**src/rtl/kbpi_pkg.sv**
```systemverilog
`timescale 1ns / 1ps
package kbpi_pkg;

  // Datapath width of the rotator and the divisor.
  localparam int CW = 34;
  // Dividend and quotient width of the divider.
  localparam int DW = 64;
  localparam int ATAN_N = 24;

  typedef logic signed [CW-1:0] cdata_t;

  typedef struct packed {
    cdata_t x;
    cdata_t y;
    cdata_t z;
  } cordic_req_t;

  localparam logic [1:0] FUNC_START = 2'd0;
  localparam logic [1:0] FUNC_CTRL  = 2'd1;
  localparam logic [1:0] FUNC_TICK  = 2'd2;

  // Address of the wheelbase register.
  localparam logic [1:0] ADDR_WHEELBASE = 2'd0;

  localparam logic signed [14:0] STEER_LIMIT = 15'sd14564;
  localparam cdata_t INV_GAIN = 34'sh026DD3B6A;
  localparam cdata_t UNIT_Q30 = 34'sh040000000;
  localparam logic signed [22:0] RAD_TO_BAM = 23'sd2670177;
  localparam logic [15:0] WB_RESET = 16'd691;

  // Arctangent of 2^-i in units of 2^32 per turn.
  function automatic cdata_t atan_entry(input logic [4:0] i);
    cdata_t r;
    case (i)
      5'd0:  r = 34'sh020000000;
      5'd1:  r = 34'sh012E4051E;
      5'd2:  r = 34'sh009FB385B;
      5'd3:  r = 34'sh0051111D4;
      5'd4:  r = 34'sh0028B0D43;
      5'd5:  r = 34'sh00145D7E1;
      5'd6:  r = 34'sh000A2F61E;
      5'd7:  r = 34'sh000517C55;
      5'd8:  r = 34'sh00028BE53;
      5'd9:  r = 34'sh000145F2F;
      5'd10: r = 34'sh0000A2F98;
      5'd11: r = 34'sh0000517CC;
      5'd12: r = 34'sh000028BE6;
      5'd13: r = 34'sh0000145F3;
      5'd14: r = 34'sh00000A2FA;
      5'd15: r = 34'sh00000517D;
      5'd16: r = 34'sh0000028BE;
      5'd17: r = 34'sh00000145F;
      5'd18: r = 34'sh000000A30;
      5'd19: r = 34'sh000000518;
      5'd20: r = 34'sh00000028C;
      5'd21: r = 34'sh000000146;
      5'd22: r = 34'sh0000000A3;
      5'd23: r = 34'sh000000051;
      default: r = '0;
    endcase
    return r;
  endfunction

endpackage

```
**src/rtl/kbpi_cordic.sv**
```systemverilog
`timescale 1ns / 1ps
module kbpi_cordic #(
  parameter int ITER = 16
) (
  input  logic                 clk,
  input  logic                 rst_n,
  input  logic                 start,
  input  kbpi_pkg::cordic_req_t req,
  output logic                 done,
  output kbpi_pkg::cdata_t     x_out,
  output kbpi_pkg::cdata_t     y_out
);
  import kbpi_pkg::*;

  localparam int NI = (ITER < ATAN_N) ? ITER : ATAN_N;
  localparam int IW = $clog2(NI + 1);

  cdata_t x_r, y_r, z_r;
  cdata_t x_nxt, y_nxt, z_nxt;
  cdata_t xs, ys, at;
  logic [IW-1:0] cnt_r;
  logic run_r, done_r;

  // One micro-rotation per cycle, direction from the sign of the residual angle.
  always_comb begin
    xs = x_r >>> cnt_r;
    ys = y_r >>> cnt_r;
    at = atan_entry(5'(cnt_r));
    if (!z_r[CW-1]) begin
      x_nxt = x_r - ys;
      y_nxt = y_r + xs;
      z_nxt = z_r - at;
    end else begin
      x_nxt = x_r + ys;
      y_nxt = y_r - xs;
      z_nxt = z_r + at;
    end
  end

  always_ff @(posedge clk) begin
    if (!rst_n) begin
      run_r  <= 1'b0;
      done_r <= 1'b0;
      cnt_r  <= '0;
    end else begin
      done_r <= 1'b0;
      if (start) begin
        x_r   <= req.x;
        y_r   <= req.y;
        z_r   <= req.z;
        cnt_r <= '0;
        run_r <= 1'b1;
      end else if (run_r) begin
        x_r   <= x_nxt;
        y_r   <= y_nxt;
        z_r   <= z_nxt;
        cnt_r <= cnt_r + 1'b1;
        if (cnt_r == IW'(NI - 1)) begin
          run_r  <= 1'b0;
          done_r <= 1'b1;
        end
      end
    end
  end

  assign done  = done_r;
  assign x_out = x_r;
  assign y_out = y_r;

endmodule

```
**config.mk**
```make
export PLATFORM = sky130hd
export DESIGN_NAME = kbpi_cordic
export DESIGN_NICKNAME = d
export VERILOG_FILES = /design/src/rtl/kbpi_pkg.sv /design/src/rtl/kbpi_cordic.sv
export SDC_FILE = /design/constraint.sdc
export NUM_CORES = 1
export LEC_CHECK = 0
export ABC_AREA = 1
export BUFFER_PORTS_ARGS = -buffer_cell sky130_fd_sc_hd__buf_4
export CAP_MARGIN = 5
export CORE_ASPECT_RATIO = 1.2
export CORE_UTILIZATION = 43
export CTS_BUF_LIST = sky130_fd_sc_hd__clkbuf_8 sky130_fd_sc_hd__clkbuf_16
export DETAILED_ROUTE_END_ITERATION = 12
export HOLD_SLACK_MARGIN = 0.08
export PLACE_DENSITY = 0.61
export REMOVE_ABC_BUFFERS = 1
export SETUP_SLACK_MARGIN = 0.2
export SYNTH_ARGS = -nofsm -noshare
export SYNTH_HDL_FRONTEND = slang
export SYNTH_SLANG_ARGS = --single-unit
```
**constraint.sdc**
```tcl
create_clock -name clk -period 9.8 [get_ports clk]
set_input_delay 1.47 -clock clk [delete_from_list [all_inputs] [get_ports clk]]
set_output_delay 1.47 -clock clk [all_outputs]
set_load 0.05 [all_outputs]
```
==> impl_metrics.tcl <==
set metrics [dict create \
    synth_cells 2920 \
    vdd_ir_drop_max_mv 0.143 \
    arrival_ns 6.26 \
    pwr-share-comb_pct 60.8 \
    cp_slowest_cell "buf_4" \
    synth_warnings 0 \
    wl_per_cell_um 18.3 \
    detail-route-antenna-nets 0 \
    p_seq_share_pct 21.2 \
    cts_made_buffers 17 \
    grtUsageTotal_pct 30.7 \
    std_cell_rows 81 \
    clk_pin_slew_ns 0.06 \
    start_kind "flop" \
    grt_pass1_wl_um 102000 \
    placed_cells 3539 \
    p_sw_share_pct 50.0 \
    initial_core_util_pct 43.7 \
    antenna_found_initial 0 \
    worstPathRequired_ns 10.02 \
    slew_headroom_pct 23.1 \
    async_reset_ff_share_pct 0 \
    timing.reg2reg.setup_slack_ns 3.76 \
    r2r_cells 28 \
    maxCapViolations 0 \
    coreArea_um2 40800 \
    worstSetupPathType "reg2reg" \
    avgSynthCellArea_um2 6.11 \
    setup_viol 0 \
    cts_resized 0 \
    synth.distinct_cells 52 \
    die_area_um2 42300 \
    layout-drive-gt1-share_pct 12.0 \
    setup-tns-final_ns 0 \
    r2r_start "cnt_r[2]" \
    p_switching_w 0.00201 \
    synth_ff_type "edfxtp_1" \
    crit_path_end_kind "flop" \
    final_net_count 3239 \
    p_leak_nw 9.92 \
    hold_viol 0 \
    grt.overflow.total 0 \
    grt_pass1_vias 18800 \
    cpPeakStageDelay_ns 0.56 \
    outcome "finished, final reports clean" \
    rsz0062_at_grt "false" \
    final_cell_mix "945 x nand2_1, 467 x nand3_1, 232 x inv_1" \
    grt_max_degree 70 \
    worst_pin_slew_ns 1.15 \
    max_freq_mhz 166 \
    clockRootBuffer "clkbuf_16" \
    cp_max_fo 65 \
    synth_edf_count 102 \
    num_vias 19800 \
    clock_sink_count 139 \
    final.period_utilization_pct 61.6 \
    synth_area_um2 17800 \
    wl_um 65200 \
    viasPerCell 5.54 \
    hold_buffers 0 \
    fin_skew_ns 0.0153 \
    first_pass_iters 6 \
    die_width_um 188 \
    whs_endpoint "z_r[0]" \
    powerDensity_nw_per_um2 200 \
    r2r-end "x_out[19]" \
    drt_first_iter_violations 1559 \
    min_path_cells 3 \
    synth_seq_cells 139 \
    post_cts_buffers 0 \
    ios 174 \
    final_common_cell "nand2_1" \
    cts_tree "built" \
    layout_min_cycle_time_ns 6.04 \
    clockBufferDepth 2 \
    num_antenna_cells 0 \
    dieHeight_um 225 \
    min_path_type "reg2reg" \
    p_int_w 0.00201 \
    clkLatencyLatePin_ns 0.47 \
    clkPwrFrac_pct 17.9 \
    drv_slew 0 \
    utilization_pct 49.1 \
    min_from "at[0]" \
    gp_congestion 0.956 \
    numPortBuffers 173 \
    yosysSeqAreaShare_pct 21.3 \
    layoutNonFillerInstCount 3571 \
    cts.htree.levels 4 \
    drc_errors 0 \
    dp_hpwl_um 51600 \
    syn2layout_area_growth_pct 12.4 \
]
[registers in the layout, indices dropped and copies added, names as in the netlist]
signal / flops
run_r: 1
done: 1
y_out: 34
x_out: 34
at: 30
cnt_r: 5
z_r: 34
[synthesized netlist by cell type, drive strengths merged, types with 11 or more instances]
master / count / area (µm²)
nand2: 963 / 3670
nand3: 484 / 2520
inv: 245 / 920
nor2: 235 / 952
o21ai: 134 / 689
a21oi: 129 / 649
ha: 112 / 1400
edfxtp: 102 / 3060
buf: 66 / 385
xor2: 64 / 561
or2: 61 / 382
clkbuf: 47 / 176
nor3: 45 / 230
dfxtp: 37 / 741
xnor2: 33 / 289
a31oi: 30 / 188
nand4: 23 / 144
a21o: 18 / 135
o31ai: 14 / 110
a21boi: 11 / 82.6
[power groups by stage]
stage | Sequential, W | Clock, W | Combinational [W]
after floorplan | 0.000967 | 0 | 0.00162
after global placement | 0.000867 | 0 | 0.00239
after detailed placement | 0.000867 | 0 | 0.00241
after CTS | 0.000855 | 0.000736 | 0.00242
after global routing | 0.000858 | 0.000753 | 0.00273
final | 0.000852 | 0.000721 | 0.00244
[logic make-up after synthesis]
group / after synthesis / synth area share, %
AND/OR/NAND/NOR: 1834 / 45.2
XOR/XNOR: 97 / 4.76
buffers and inverters: 358 / 8.30
AO/OA/AOI/OAI: 377 / 12.2
adder cells (fa/ha/maj): 115 / 8.19
flip-flops: 139 / 21.3
[critical path, delay by kind of cell (launching register included)]
kind,cells,cell delay [ns]
DFF,1,0.31
AOI/OAI and AO/OA,5,1.28
and+or+nand+nor,14,1.90
xor gates and xnor gates,1,0.18
adders and majority gates,2,0.51
buffers and inverters,6,1.55
[stage by stage]
step	worst slack (ns)	instance area (µm²)	hold WS, ns	power (W)
after floorplan	1.66	17300	0.533	0.00259
after global placement	3.97	19400	0.625	0.00326
after detailed placement	3.88	19400	0.634	0.00328
after CTS	3.86	20100	0.651	0.00401
after global routing	3.16	20100	0.691	0.00434
final	3.76	20100	0.646	0.00402
[final cells by class]
class | instances | area (µm²)
inverters | 245 | 921
fillers | 4337 | 20800
multi-input cells | 2423 | 12600
well taps | 539 | 674
clock buffers | 18 | 439
clock inverters | 14 | 194
flip-flops and latches | 139 | 3810
repair buffers | 193 | 1450
[metal layers]
layer	up-vias	track usage, %	wire length (µm)
li1	9972	-	-
met1	9084	37.7	27900
met2	626	52.8	31200
met3	115	4.53	3220
met4	0	14.1	2920
met5	-	0	0
[worst max-delay path by stage]
stage,to,from,cells after the start
2_1_floorplan,x_out[0],start,2
3_3_place_gp,x_out[19],cnt_r[2],28
3_5_place_dp,x_out[19],cnt_r[2],28
4_1_cts,x_out[19],cnt_r[2],28
5_1_grt,x_out[19],cnt_r[2],28
6_report,x_out[19],cnt_r[2],28
No activity file was read; power rests on OpenSTA's default activity.
