$ cat src/rtl/kbpi_pkg.sv
`timescale 1ns / 1ps
package kbpi_pkg;

  // Datapath width of the rotator and the divisor.
  localparam int CW = 34;
  // Dividend and quotient width of the divider.
  localparam int DW = 64;
  localparam int ATAN_N = 24;

  typedef logic signed [CW-1:0] cdata_t;

  typedef struct packed {
    cdata_t x;
    cdata_t y;
    cdata_t z;
  } cordic_req_t;

  localparam logic [1:0] FUNC_START = 2'd0;
  localparam logic [1:0] FUNC_CTRL  = 2'd1;
  localparam logic [1:0] FUNC_TICK  = 2'd2;

  // Address of the wheelbase register.
  localparam logic [1:0] ADDR_WHEELBASE = 2'd0;

  localparam logic signed [14:0] STEER_LIMIT = 15'sd14564;
  localparam cdata_t INV_GAIN = 34'sh026DD3B6A;
  localparam cdata_t UNIT_Q30 = 34'sh040000000;
  localparam logic signed [22:0] RAD_TO_BAM = 23'sd2670177;
  localparam logic [15:0] WB_RESET = 16'd691;

  // Arctangent of 2^-i in units of 2^32 per turn.
  function automatic cdata_t atan_entry(input logic [4:0] i);
    cdata_t r;
    case (i)
      5'd0:  r = 34'sh020000000;
      5'd1:  r = 34'sh012E4051E;
      5'd2:  r = 34'sh009FB385B;
      5'd3:  r = 34'sh0051111D4;
      5'd4:  r = 34'sh0028B0D43;
      5'd5:  r = 34'sh00145D7E1;
      5'd6:  r = 34'sh000A2F61E;
      5'd7:  r = 34'sh000517C55;
      5'd8:  r = 34'sh00028BE53;
      5'd9:  r = 34'sh000145F2F;
      5'd10: r = 34'sh0000A2F98;
      5'd11: r = 34'sh0000517CC;
      5'd12: r = 34'sh000028BE6;
      5'd13: r = 34'sh0000145F3;
      5'd14: r = 34'sh00000A2FA;
      5'd15: r = 34'sh00000517D;
      5'd16: r = 34'sh0000028BE;
      5'd17: r = 34'sh00000145F;
      5'd18: r = 34'sh000000A30;
      5'd19: r = 34'sh000000518;
      5'd20: r = 34'sh00000028C;
      5'd21: r = 34'sh000000146;
      5'd22: r = 34'sh0000000A3;
      5'd23: r = 34'sh000000051;
      default: r = '0;
    endcase
    return r;
  endfunction

endpackage

$ cat src/rtl/kbpi_div.sv
`timescale 1ns / 1ps
module kbpi_div (
  input  logic                            clk,
  input  logic                            rst_n,
  input  logic                            start,
  input  logic [kbpi_pkg::DW-1:0]         dividend,
  input  logic [kbpi_pkg::CW-1:0]         divisor,
  output logic                            done,
  output logic [kbpi_pkg::DW-1:0]         quot
);
  import kbpi_pkg::*;

  localparam int NW = $clog2(DW + 1);

  logic [CW-1:0] rem_r, dvs_r;
  logic [DW-1:0] q_r;
  logic [CW:0]   trial;
  logic          ge;
  logic [NW-1:0] cnt_r;
  logic          run_r, done_r;

  // Restoring division, one quotient bit per cycle, MSB first.
  always_comb begin
    trial = {rem_r, q_r[DW-1]};
    ge    = (trial >= {1'b0, dvs_r});
  end

  always_ff @(posedge clk) begin
    if (!rst_n) begin
      run_r  <= 1'b0;
      done_r <= 1'b0;
      cnt_r  <= '0;
    end else begin
      done_r <= 1'b0;
      if (start) begin
        rem_r <= '0;
        q_r   <= dividend;
        dvs_r <= divisor;
        cnt_r <= '0;
        run_r <= 1'b1;
      end else if (run_r) begin
        rem_r <= ge ? CW'(trial - {1'b0, dvs_r}) : trial[CW-1:0];
        q_r   <= {q_r[DW-2:0], ge};
        cnt_r <= cnt_r + 1'b1;
        if (cnt_r == NW'(DW - 1)) begin
          run_r  <= 1'b0;
          done_r <= 1'b1;
        end
      end
    end
  end

  assign done = done_r;
  assign quot = q_r;

endmodule

$ cat config.mk
export PLATFORM = sky130hd
export DESIGN_NAME = kbpi_div
export DESIGN_NICKNAME = d
export VERILOG_FILES = /design/src/rtl/kbpi_pkg.sv /design/src/rtl/kbpi_div.sv
export SDC_FILE = /design/constraint.sdc
export NUM_CORES = 1
export LEC_CHECK = 0
export ABC_AREA = 0
export BUFFER_PORTS_ARGS = -buffer_cell sky130_fd_sc_hd__clkbuf_2
export CORE_ASPECT_RATIO = 2
export CORE_UTILIZATION = 35
export CTS_CLUSTER_DIAMETER = 100
export DETAILED_ROUTE_END_ITERATION = 7
export MAX_ROUTING_LAYER = met4
export PLACE_DENSITY_LB_ADDON = 0.3
export SLEW_MARGIN = 20
export SYNTH_ARGS = -nofsm -noshare
export SYNTH_HDL_FRONTEND = slang
export SYNTH_SLANG_ARGS = --single-unit
$ cat constraint.sdc
create_clock -name clk -period 3.8 [get_ports clk]
set_clock_uncertainty 0.2 [all_clocks]
set_input_delay 0.57 -clock clk [delete_from_list [all_inputs] [get_ports clk]]
set_output_delay 0.57 -clock clk [all_outputs]
set_load 0.05 [all_outputs]
==> results.toml, run 1 <==
[floorplanning]
dieHeight_um = 210
core-area_um2 = 21400
start_util = 0.355
die-width_um = 106
core.rowCount = 76
io_pins = 166
dieArea_um2 = 22400

[global_routing]
antenna_found_initial = 0
grt_usage = 0.182
gr-total-overflow = 0
grt_pass1_vias = 5805
grt_start_max_net_pins = 53
grt_pass1_wl_mm = 29.3

[cts]
cts_resized = 0
cts_max_path_buffers = 2
cts.sinks = 141
cts_root_buf = "clkbuf_16"
cts_made_buffers = 17
insertion_delay_ns = 0.44
cts_setup_buffers = 0
cts_tree = "done"
clkTransAtPathRegs_ns = 0.06
htree_levels = 4
hold_buffers = 0

[logic_synthesis]
synthArstFlopShare = 0
synth.area.top_cells = "edfxtp_1, mux2_2, ha_1"
yosysTopAreaCellShare = 0.521
ys_seq_area_frac = 0.545
synth_seq_cells = 141
synth_most_common_cell = "edfxtp_1"
postSynthNetCount = 735
ys.flop_type = "edfxtp_1"
synth_edf_count = 132
yosys.area.top_type = "edfxtp_1"
syn_area_um2 = 7610
yosys_warnings = 0
syn_inst = 598
avgSynthCellArea_um2 = 12.7
yosysUniqueCellTypes = 69
yosys-top-cells-count = "edfxtp_1, mux2_2, nor2_1"

[final_layout]
fillers = 2084
nets = 904
drive_gt1_frac = 0.365
layout.cells.non_filler = 1052
diodes = 0
area_growth_pct = 22.2
utilization = 0.434

[route]
wire_per_inst_um = 17.7
drcViolationCount = 0
postRouteWirelength_mm = 18.6
antenna_left = 0
post_drt_via_cell_ratio = 5.04
drt_iter0_markers = 215
first_pass_iters = 4
vias = 5306

[sta]
timing.slew.headroom = 0.455
post-route-period-util = 0.929
hold_violations = 0
worstMarginPinSlew_ns = 0.816
finalCriticalPeriod_ns = 3.53
setup_viol = 0
fin_tns_setup_ns = 0
rsz0062_at_grt = "no"
fmax_mhz = 283
slew_violations = 0

[placed_design]
gp_congestion = 0.827
numPlacedInstances = 1021
dp_hpwl_mm = 13.8
port_buffers = 165

[min_path]
min_path_type = "in -> reg"

[setup_path]
crit_fanout = 4
crit_path_start_kind = "register"
crit_type = "reg -> reg"
required_ns = 3.76
crit_arrival_ns = 3.49
critPathCaptureType = "register"

[power]
total_leakage_power_nw = 3.92
p_per_area_nw_per_um2 = 506
ir_drop_v = 0.000320

[run_status]
status = "finished clean"

[job]
cap_violations = 0
[where the power goes]
part           internal, mW  switching (mW)
sequential             1.86          0.0610
clock                  1.03           0.646
combinational         0.440           0.677
total                  3.32            1.38
[final cells by class]
cell class / instances / area, um2 / area share
Clock buffer: 24 / 452 / 0.0486
Multi-Input combinational cell: 392 / 3150 / 0.338
Timing Repair Buffer: 173 / 938 / 0.101
Sequential cell: 141 / 4140 / 0.446
Tap cell: 273 / 342 / 0.0368
Inverter: 42 / 158 / 0.0170
Clock inverter: 7 / 115 / 0.0124
[registers in the layout, indices dropped and copies added (netlist names)]
register and cells:
cnt_r 7, done 1, rem_r 34, quot 64, run_r 1, dvs_r 34
[path summary, 6_finish.rpt]
kind	to	depth (start not counted)	slack, ns	start
worst min register to register	cnt_r[5]$_SDFFE_PP0P_	2	0.30	cnt_r[5]$_SDFFE_PP0P_
worst min-delay path	dvs_r[4]$_DFFE_PP_	1	0.11	divisor[4]
worst max register to register	rem_r[32]$_SDFFCE_PP0P_	13	0.27	quot[63]$_DFFE_PP_
worst max-delay path	rem_r[32]$_SDFFCE_PP0P_	13	0.27	quot[63]$_DFFE_PP_
[layer usage]
metal	routed length, um	global-route usage	share of wire
met5	0	-	0
met4	374	0.0718	0.020
met3	983	0.0529	0.053
met2	10400	0.336	0.56
met1	6830	0.175	0.37
[stage by stage]
step	setup WS, ns	hold slack [ns]	instance area (um2)	power (mW)
3_5_place_dp	0.290	0.285	8730	3.07
4_1_cts	0.257	0.0780	9290	4.77
3_3_place_gp	0.348	0.268	8730	3.06
6_report	0.271	0.106	9290	4.71
2_1_floorplan	0.270	0.258	7610	2.79
5_1_grt	0.0488	0.0807	9290	4.92
[placed cells by master, fill, tap and decap left out, types with 2 or more instances in the layout]
cell / n
clkbuf_2: 164
edfxtp_1: 132
mux2_2: 64
nor2_1: 50
inv_1: 42
ha_1: 35
a21oi_1: 32
mux2i_1: 27
xor2_1: 20
nand2_1: 20
clkbuf_16: 17
xnor2_1: 13
a21o_1: 12
o21ai_0: 12
nand4_1: 10
nand3_1: 10
dfxtp_1: 9
o21a_1: 7
clkbuf_1: 7
a21o_2: 6
o21bai_1: 6
a31oi_1: 5
buf_4: 5
buf_12: 4
nor3_1: 3
or3_1: 3
a21oi_2: 3
nand2b_1: 3
o211ai_1: 3
nand3b_1: 3
bufinv_16: 3
and2_1: 2
a211oi_1: 2
nor3b_1: 2
o31ai_1: 2
nand4b_1: 2
or4_1: 2
a211oi_2: 2
[critical path, stage by stage (launching register included)]
cell,delay (ns)
edfxtp_1,0.38
inv_1,0.09
ha_1,0.18
inv_1,0.06
fa_1,0.40
a21o_2,0.24
a221o_2,0.39
a41oi_2,0.24
o211ai_2,0.16
a21oi_2,0.27
o31ai_4,0.12
a221oi_2,0.26
xor2_1,0.18
a211oi_1,0.08
[cell families (layout without fill, tap and decap cells)]
| kind of cell | count (synthesis) | after routing | share of synthesized area |
|---|---|---|---|
| AND/OR/NAND/NOR | 120 | 120 | 0.0785 |
| buffers and inverters | 65 | 246 | 0.0428 |
| flip-flops | 141 | 141 | 0.545 |
| XOR/XNOR | 33 | 33 | 0.0380 |
| multiplexers | 91 | 91 | 0.130 |
| adder cells (fa/ha/maj) | 36 | 36 | 0.0602 |
| AO/OA/AOI/OAI | 112 | 112 | 0.105 |
Power figures use the tool's default switching activity.
==> inputs of run 2 (changes only) <==
--- a/config.mk
+++ b/config.mk
@@ -5,11 +5,11 @@
 export SDC_FILE = /design/constraint.sdc
 export NUM_CORES = 1
 export LEC_CHECK = 0
-export ABC_AREA = 0
+export ABC_AREA = 1
 export BUFFER_PORTS_ARGS = -buffer_cell sky130_fd_sc_hd__clkbuf_2
 export CORE_ASPECT_RATIO = 2
 export CORE_UTILIZATION = 35
-export CTS_CLUSTER_DIAMETER = 100
+export CTS_CLUSTER_DIAMETER = 150
 export DETAILED_ROUTE_END_ITERATION = 7
 export MAX_ROUTING_LAYER = met4
 export PLACE_DENSITY_LB_ADDON = 0.3
==> results.toml, run 2 <==
[run_status]
status = "finished clean"

[min_path]
min_path_type = "in -> reg"
whs_path_depth = 1
worstHoldStart = "divisor[1]"
min_to = "dvs_r[1]$_DFFE_PP_"

[power]
p_switching_mw = 1.65
ir_drop_v = 0.000353
p_per_area_nw_per_um2 = 485
switching_share = 0.328
intPower_mw = 3.38
total_leakage_power_nw = 5.28
pwr-share-seq = 0.379
combPwrFrac = 0.256
p_clk_frac = 0.364

[setup_path]
cpMostUsedCell = "nand2_1"
r2r_cells = 13
crit_path_start_kind = "register"
critPathCaptureType = "register"
crit_arrival_ns = 3.15
crit_type = "reg -> reg"
critPathTopFamily = "simple AND/OR/NAND/NOR gates"
cp_slowest_cell = "edfxtp_1"
worstReg2RegStart = "rem_r[13]$_SDFFCE_PP0P_"
crit_fanout = 26
crit_chain = "ha_1, nand2_1, inv_1, nand2_1, nand2_1, nand2_1, nand2_1, a21oi_2, nand2_2, nand2_4, nand2_8, inv_4, o21ai_2"
rrSetupSlack_ns = 0.64
required_ns = 3.78
crit_buf_inv = 2
r2r_end = "quot[0]$_DFFE_PP_"
slowest_delay_ns = 0.40

[global_routing]
grt_pass1_wl_mm = 39.6
grt_usage = 0.218
grt_start_max_net_pins = 83
grt_pass1_vias = 7845
antenna_found_initial = 0
gr-total-overflow = 0

[floorplanning]
dieArea_um2 = 25400
io_pins = 166
core-area_um2 = 24300
start_util = 0.356
dieHeight_um = 224
die-width_um = 113
core.rowCount = 81

[cts]
cts_tree = "done"
cts_setup_buffers = 0
cts_max_path_buffers = 2
cts_resized = 0
htree_levels = 4
cts_root_buf = "clkbuf_16"
cts.sinks = 141
clkTransAtPathRegs_ns = 0.06
hold_buffers = 0
cts_made_buffers = 17
insertion_delay_ns = 0.45

[route]
first_pass_iters = 5
antenna_left = 0
post_drt_via_cell_ratio = 4.81
vias = 7584
drt_iter0_markers = 367
wire_per_inst_um = 16.3
postRouteWirelength_mm = 25.7
drcViolationCount = 0

[logic_synthesis]
synth_most_common_cell = "nand2_1"
yosysUniqueCellTypes = 40
yosys-top-cells-count = "nand2_1, inv_1, edfxtp_1"
avgSynthCellArea_um2 = 7.79
yosys.area.top_type = "edfxtp_1"
syn_area_um2 = 8650
synthArstFlopShare = 0
ys_seq_area_frac = 0.479
yosys_warnings = 0
synth_edf_count = 132
ys.flop_type = "edfxtp_1"
yosysTopAreaCellShare = 0.458
postSynthNetCount = 1247
synth_seq_cells = 141
synth.area.top_cells = "edfxtp_1, nand2_1, inv_1"
syn_inst = 1110

[sta]
worstMarginPinSlew_ns = 0.959
post-route-period-util = 0.833
slew_violations = 0
finalCriticalPeriod_ns = 3.16
fin_tns_setup_ns = 0
rsz0062_at_grt = "no"
setup_viol = 0
hold_violations = 0
timing.slew.headroom = 0.360
fmax_mhz = 316

[final_layout]
nets = 1412
drive_gt1_frac = 0.193
largest_reg_flops = 64
final_common_cell = "nand2_1"
final_cell_mix = "nand2_1, clkbuf_2, inv_1, edfxtp_1, nor2_1"
area_growth_pct = 20.1
utilization = 0.427
layout.cells.non_filler = 1578
fillers = 2574
register_area_um2 = 4140
multi_input_area_um2 = 3750
diodes = 0

[placed_design]
numPlacedInstances = 1546
port_buffers = 165
gp_congestion = 0.983
dp_hpwl_mm = 19.9

[job]
cap_violations = 0
-- run 2: cell types whose count changed after synthesis, sizes merged, moves of 5 or more --
| cell | delta |
|---|---|
| a21o | -18 |
| a31oi | -5 |
| inv | +119 |
| mux2 | -64 |
| mux2i | -27 |
| nand2 | +454 |
| nand3 | +21 |
| nand3b | +26 |
| nor2 | +67 |
| o21a | -8 |
| xnor2 | -11 |
| xor2 | -6 |
-- run 2: worst max path at each step --
stage | from | endpoint | slack [ns] | cells after the start
after global placement | rem_r[13]$_SDFFCE_PP0P_ | quot[0]$_DFFE_PP_ | 0.68 | 13
final | rem_r[13]$_SDFFCE_PP0P_ | quot[0]$_DFFE_PP_ | 0.64 | 13
after detailed placement | rem_r[13]$_SDFFCE_PP0P_ | quot[0]$_DFFE_PP_ | 0.66 | 13
after CTS | rem_r[13]$_SDFFCE_PP0P_ | quot[0]$_DFFE_PP_ | 0.64 | 13
after floorplan | start | quot[0]$_DFFE_PP_ | 0.66 | 3
after global routing | rem_r[13]$_SDFFCE_PP0P_ | rem_r[1]$_SDFFCE_PP0P_ | 0.49 | 14
-- run 2: cell families after synthesis --
group,count (synthesis),share of synthesized area
fa+ha+maj,36,0.0529
compound gates,56,0.0363
xor+xnor,16,0.0162
simple gates,672,0.327
buf+inv,189,0.0888
flops,141,0.479
-- run 2: cell type report --
type	instances	area share
Clock buffer	20	0.0439
Clock inverter	12	0.0177
Inverter	162	0.0587
Multi-Input combinational cell	780	0.361
Sequential cell	141	0.399
Tap cell	290	0.0349
Timing Repair Buffer	173	0.0852
-- run 2: metal layers --
metal,part of all wire,up-vias,wire length [um],track usage
li1,-,3813,-,-
met1,0.34,3447,8740,0.192
met5,0,-,0,-
met4,0.072,0,1860,0.163
met2,0.55,231,14200,0.406
met3,0.037,93,943,0.0350
-- run 2: power by group through the flow --
| stage | Clock [mW] | Combinational, mW | Sequential (mW) |
|---|---|---|---|
| after CTS | 1.86 | 1.29 | 1.91 |
| after detailed placement | 0 | 1.29 | 1.94 |
| after floorplan | 0 | 0.774 | 2.08 |
| after global routing | 1.92 | 1.43 | 1.92 |
| final | 1.84 | 1.29 | 1.91 |
| after global placement | 0 | 1.29 | 1.94 |
-- run 2: per-stage QoR --
step / worst slack [ns] / area, um2 / hold slack (ns) / total power [mW]
final: 0.635 / 10400 / 0.0982 / 5.04
after global routing: 0.486 / 10400 / 0.0865 / 5.27
after CTS: 0.641 / 10400 / 0.0819 / 5.07
after detailed placement: 0.658 / 9750 / 0.275 / 3.23
after global placement: 0.678 / 9750 / 0.265 / 3.23
after floorplan: 0.661 / 8660 / 0.252 / 2.85
==> inputs of run 3 (changes only) <==
--- a/config.mk
+++ b/config.mk
@@ -5,7 +5,7 @@
 export SDC_FILE = /design/constraint.sdc
 export NUM_CORES = 1
 export LEC_CHECK = 0
-export ABC_AREA = 1
+export ABC_AREA = 0
 export BUFFER_PORTS_ARGS = -buffer_cell sky130_fd_sc_hd__clkbuf_2
 export CORE_ASPECT_RATIO = 2
 export CORE_UTILIZATION = 35
==> constraint.sdc (replaced) <==
create_clock -name clk -period 2.6 [get_ports clk]
set_clock_uncertainty 0.2 [all_clocks]
set_input_delay 0.39 -clock clk [delete_from_list [all_inputs] [get_ports clk]]
set_output_delay 0.39 -clock clk [all_outputs]
set_load 0.05 [all_outputs]
==> results.toml, run 3 (same netlist as run 1, synthesis figures left out) <==
[cts]
insertion_delay_ns = 0.42
htree_levels = 4
cts.sinks = 141
cts_root_buf = "clkbuf_16"
cts_tree = "done"
cts_made_buffers = 17
cts_max_path_buffers = 2
clkTransAtPathRegs_ns = 0.07

[global_routing]
grt_pass1_wl_mm = 31.3
gr-total-overflow = 0
grt_start_max_net_pins = 53
grt_pass1_vias = 6599
grt_usage = 0.187
antenna_found_initial = 0

[setup_path]
crit_path_start_kind = "register"
required_ns = 2.57
critPathCaptureType = "register"
cp_slowest_cell = "edfxtp_1"
crit_chain = "inv_2, ha_4, inv_2, fa_2, a21o_2, a221o_2, a41oi_2, o211ai_2, a21oi_2, o31ai_4, a221oi_2, xor2_1, a211oi_1"
worstReg2RegStart = "quot[63]$_DFFE_PP_"
slowest_delay_ns = 0.40
crit_type = "reg -> reg"
cpMostUsedCell = "inv_2"
crit_buf_inv = 2
crit_arrival_ns = 3.15
critPathTopFamily = "compound AO/OA/AOI/OAI gates"
critPathLaunch = "quot[63]$_DFFE_PP_"
crit_fanout = 3

[sta]
worstMarginPinSlew_ns = 0.495
setup_viol = 35
post-route-period-util = 1.22
fin_tns_setup_ns = -14.73
setup_ws_ns = -0.583
timing.slew.headroom = 0.668
finalCriticalPeriod_ns = 3.18
slew_violations = 0
rsz0062_at_grt = "yes"
fmax_mhz = 314
hold_violations = 0

[final_layout]
largest_reg_flops = 64
utilization = 0.515
diodes = 0
final_common_cell = "clkbuf_2"
drive_gt1_frac = 0.486
area_growth_pct = 44.8
final_cell_mix = "clkbuf_2, edfxtp_1, buf_4, mux2_2, nor2_1"
final_area_um2 = 11000
nets = 1063
layout.cells.non_filler = 1212

[run_status]
violations = "negative setup slack"
status = "complete, but fails checks"

[power]
ir_drop_v = 0.000527
total_leakage_power_nw = 4.75
p_per_area_nw_per_um2 = 687

[placed_design]
placed_area_um2 = 9650
port_buffers = 165
gp_congestion = 0.874
numPlacedInstances = 1131
dp_hpwl_mm = 14.1
place_ws_ns = -0.611

[min_path]
worstHoldStart = "dividend[10]"
min_path_type = "in -> reg"

[route]
post_drt_via_cell_ratio = 4.93
first_pass_iters = 4
postRouteWirelength_mm = 19.6
drcViolationCount = 0
antenna_left = 0
wire_per_inst_um = 16.2
vias = 5979
drt_iter0_markers = 236

[floorplanning]
dieArea_um2 = 22400
start_util = 0.355
dieHeight_um = 210
core.rowCount = 76
die-width_um = 106
core-area_um2 = 21400
io_pins = 166

[job]
cap_violations = 0
run 3: report_power, final:
group	total (mW)	leakage, nW	internal (mW)	switching [mW]
Combinational	2.29	3.14	1.11	1.18
Sequential	2.80	1.33	2.71	0.0928
Clock	2.47	0.275	1.43	1.04
run 3: area by class of cell:
cell class,instances,area [um2]
clock inverter,14,160
fill,1921,10400
multi-input combinational,392,3460
clock buffer,18,429
tap,273,342
inverter,42,158
sequential,141,4140
timing repair buffer,332,2320
run 3: worst reg2reg max path: cells and delay by family, from the launching register on:
kind	cells	cell delay, ns
AOI/OAI and AO/OA	8	1.56
adders and majority gates	2	0.48
DFF	1	0.40
xor gates and xnor gates	1	0.17
buffers and inverters	2	0.13
run 3: routing by layer:
layer / vias up / track usage / routed length, um
met4: 0 / 0.0900 / 549
met1: 2870 / 0.181 / 7150
met2: 183 / 0.350 / 11200
met5: - / - / 0
met3: 43 / 0.0328 / 659
li1: 2883 / - / -
run 3: timing repair:
item                                   CTS  global route
pin swaps                               10            28
cloned                                   2             0
endpoints found under the hold margin   34             0
setup endpoints to repair               35            35
resized for setup                       27            30
buffers inserted                         8             9
hold buffers                            34             0
run 3: per-stage QoR:
stage | power, mW | hold WS, ns
after detailed placement | 4.87 | 0.285
after global routing | 7.90 | 0.0470
final | 7.56 | 0.0618
after CTS | 7.57 | 0.0315
after floorplan | 4.12 | 0.258
after global placement | 4.85 | 0.269
run 3: worst paths after layout:
path	endpoint	slack, ns	cells after the start
hold / removal	quot[10]$_DFFE_PP_	0.06	2
hold reg to reg	cnt_r[6]$_SDFFE_PP0P_	0.29	2
setup / recovery	rem_r[32]$_SDFFCE_PP0P_	-0.58	13
setup reg to reg	rem_r[32]$_SDFFCE_PP0P_	-0.58	13
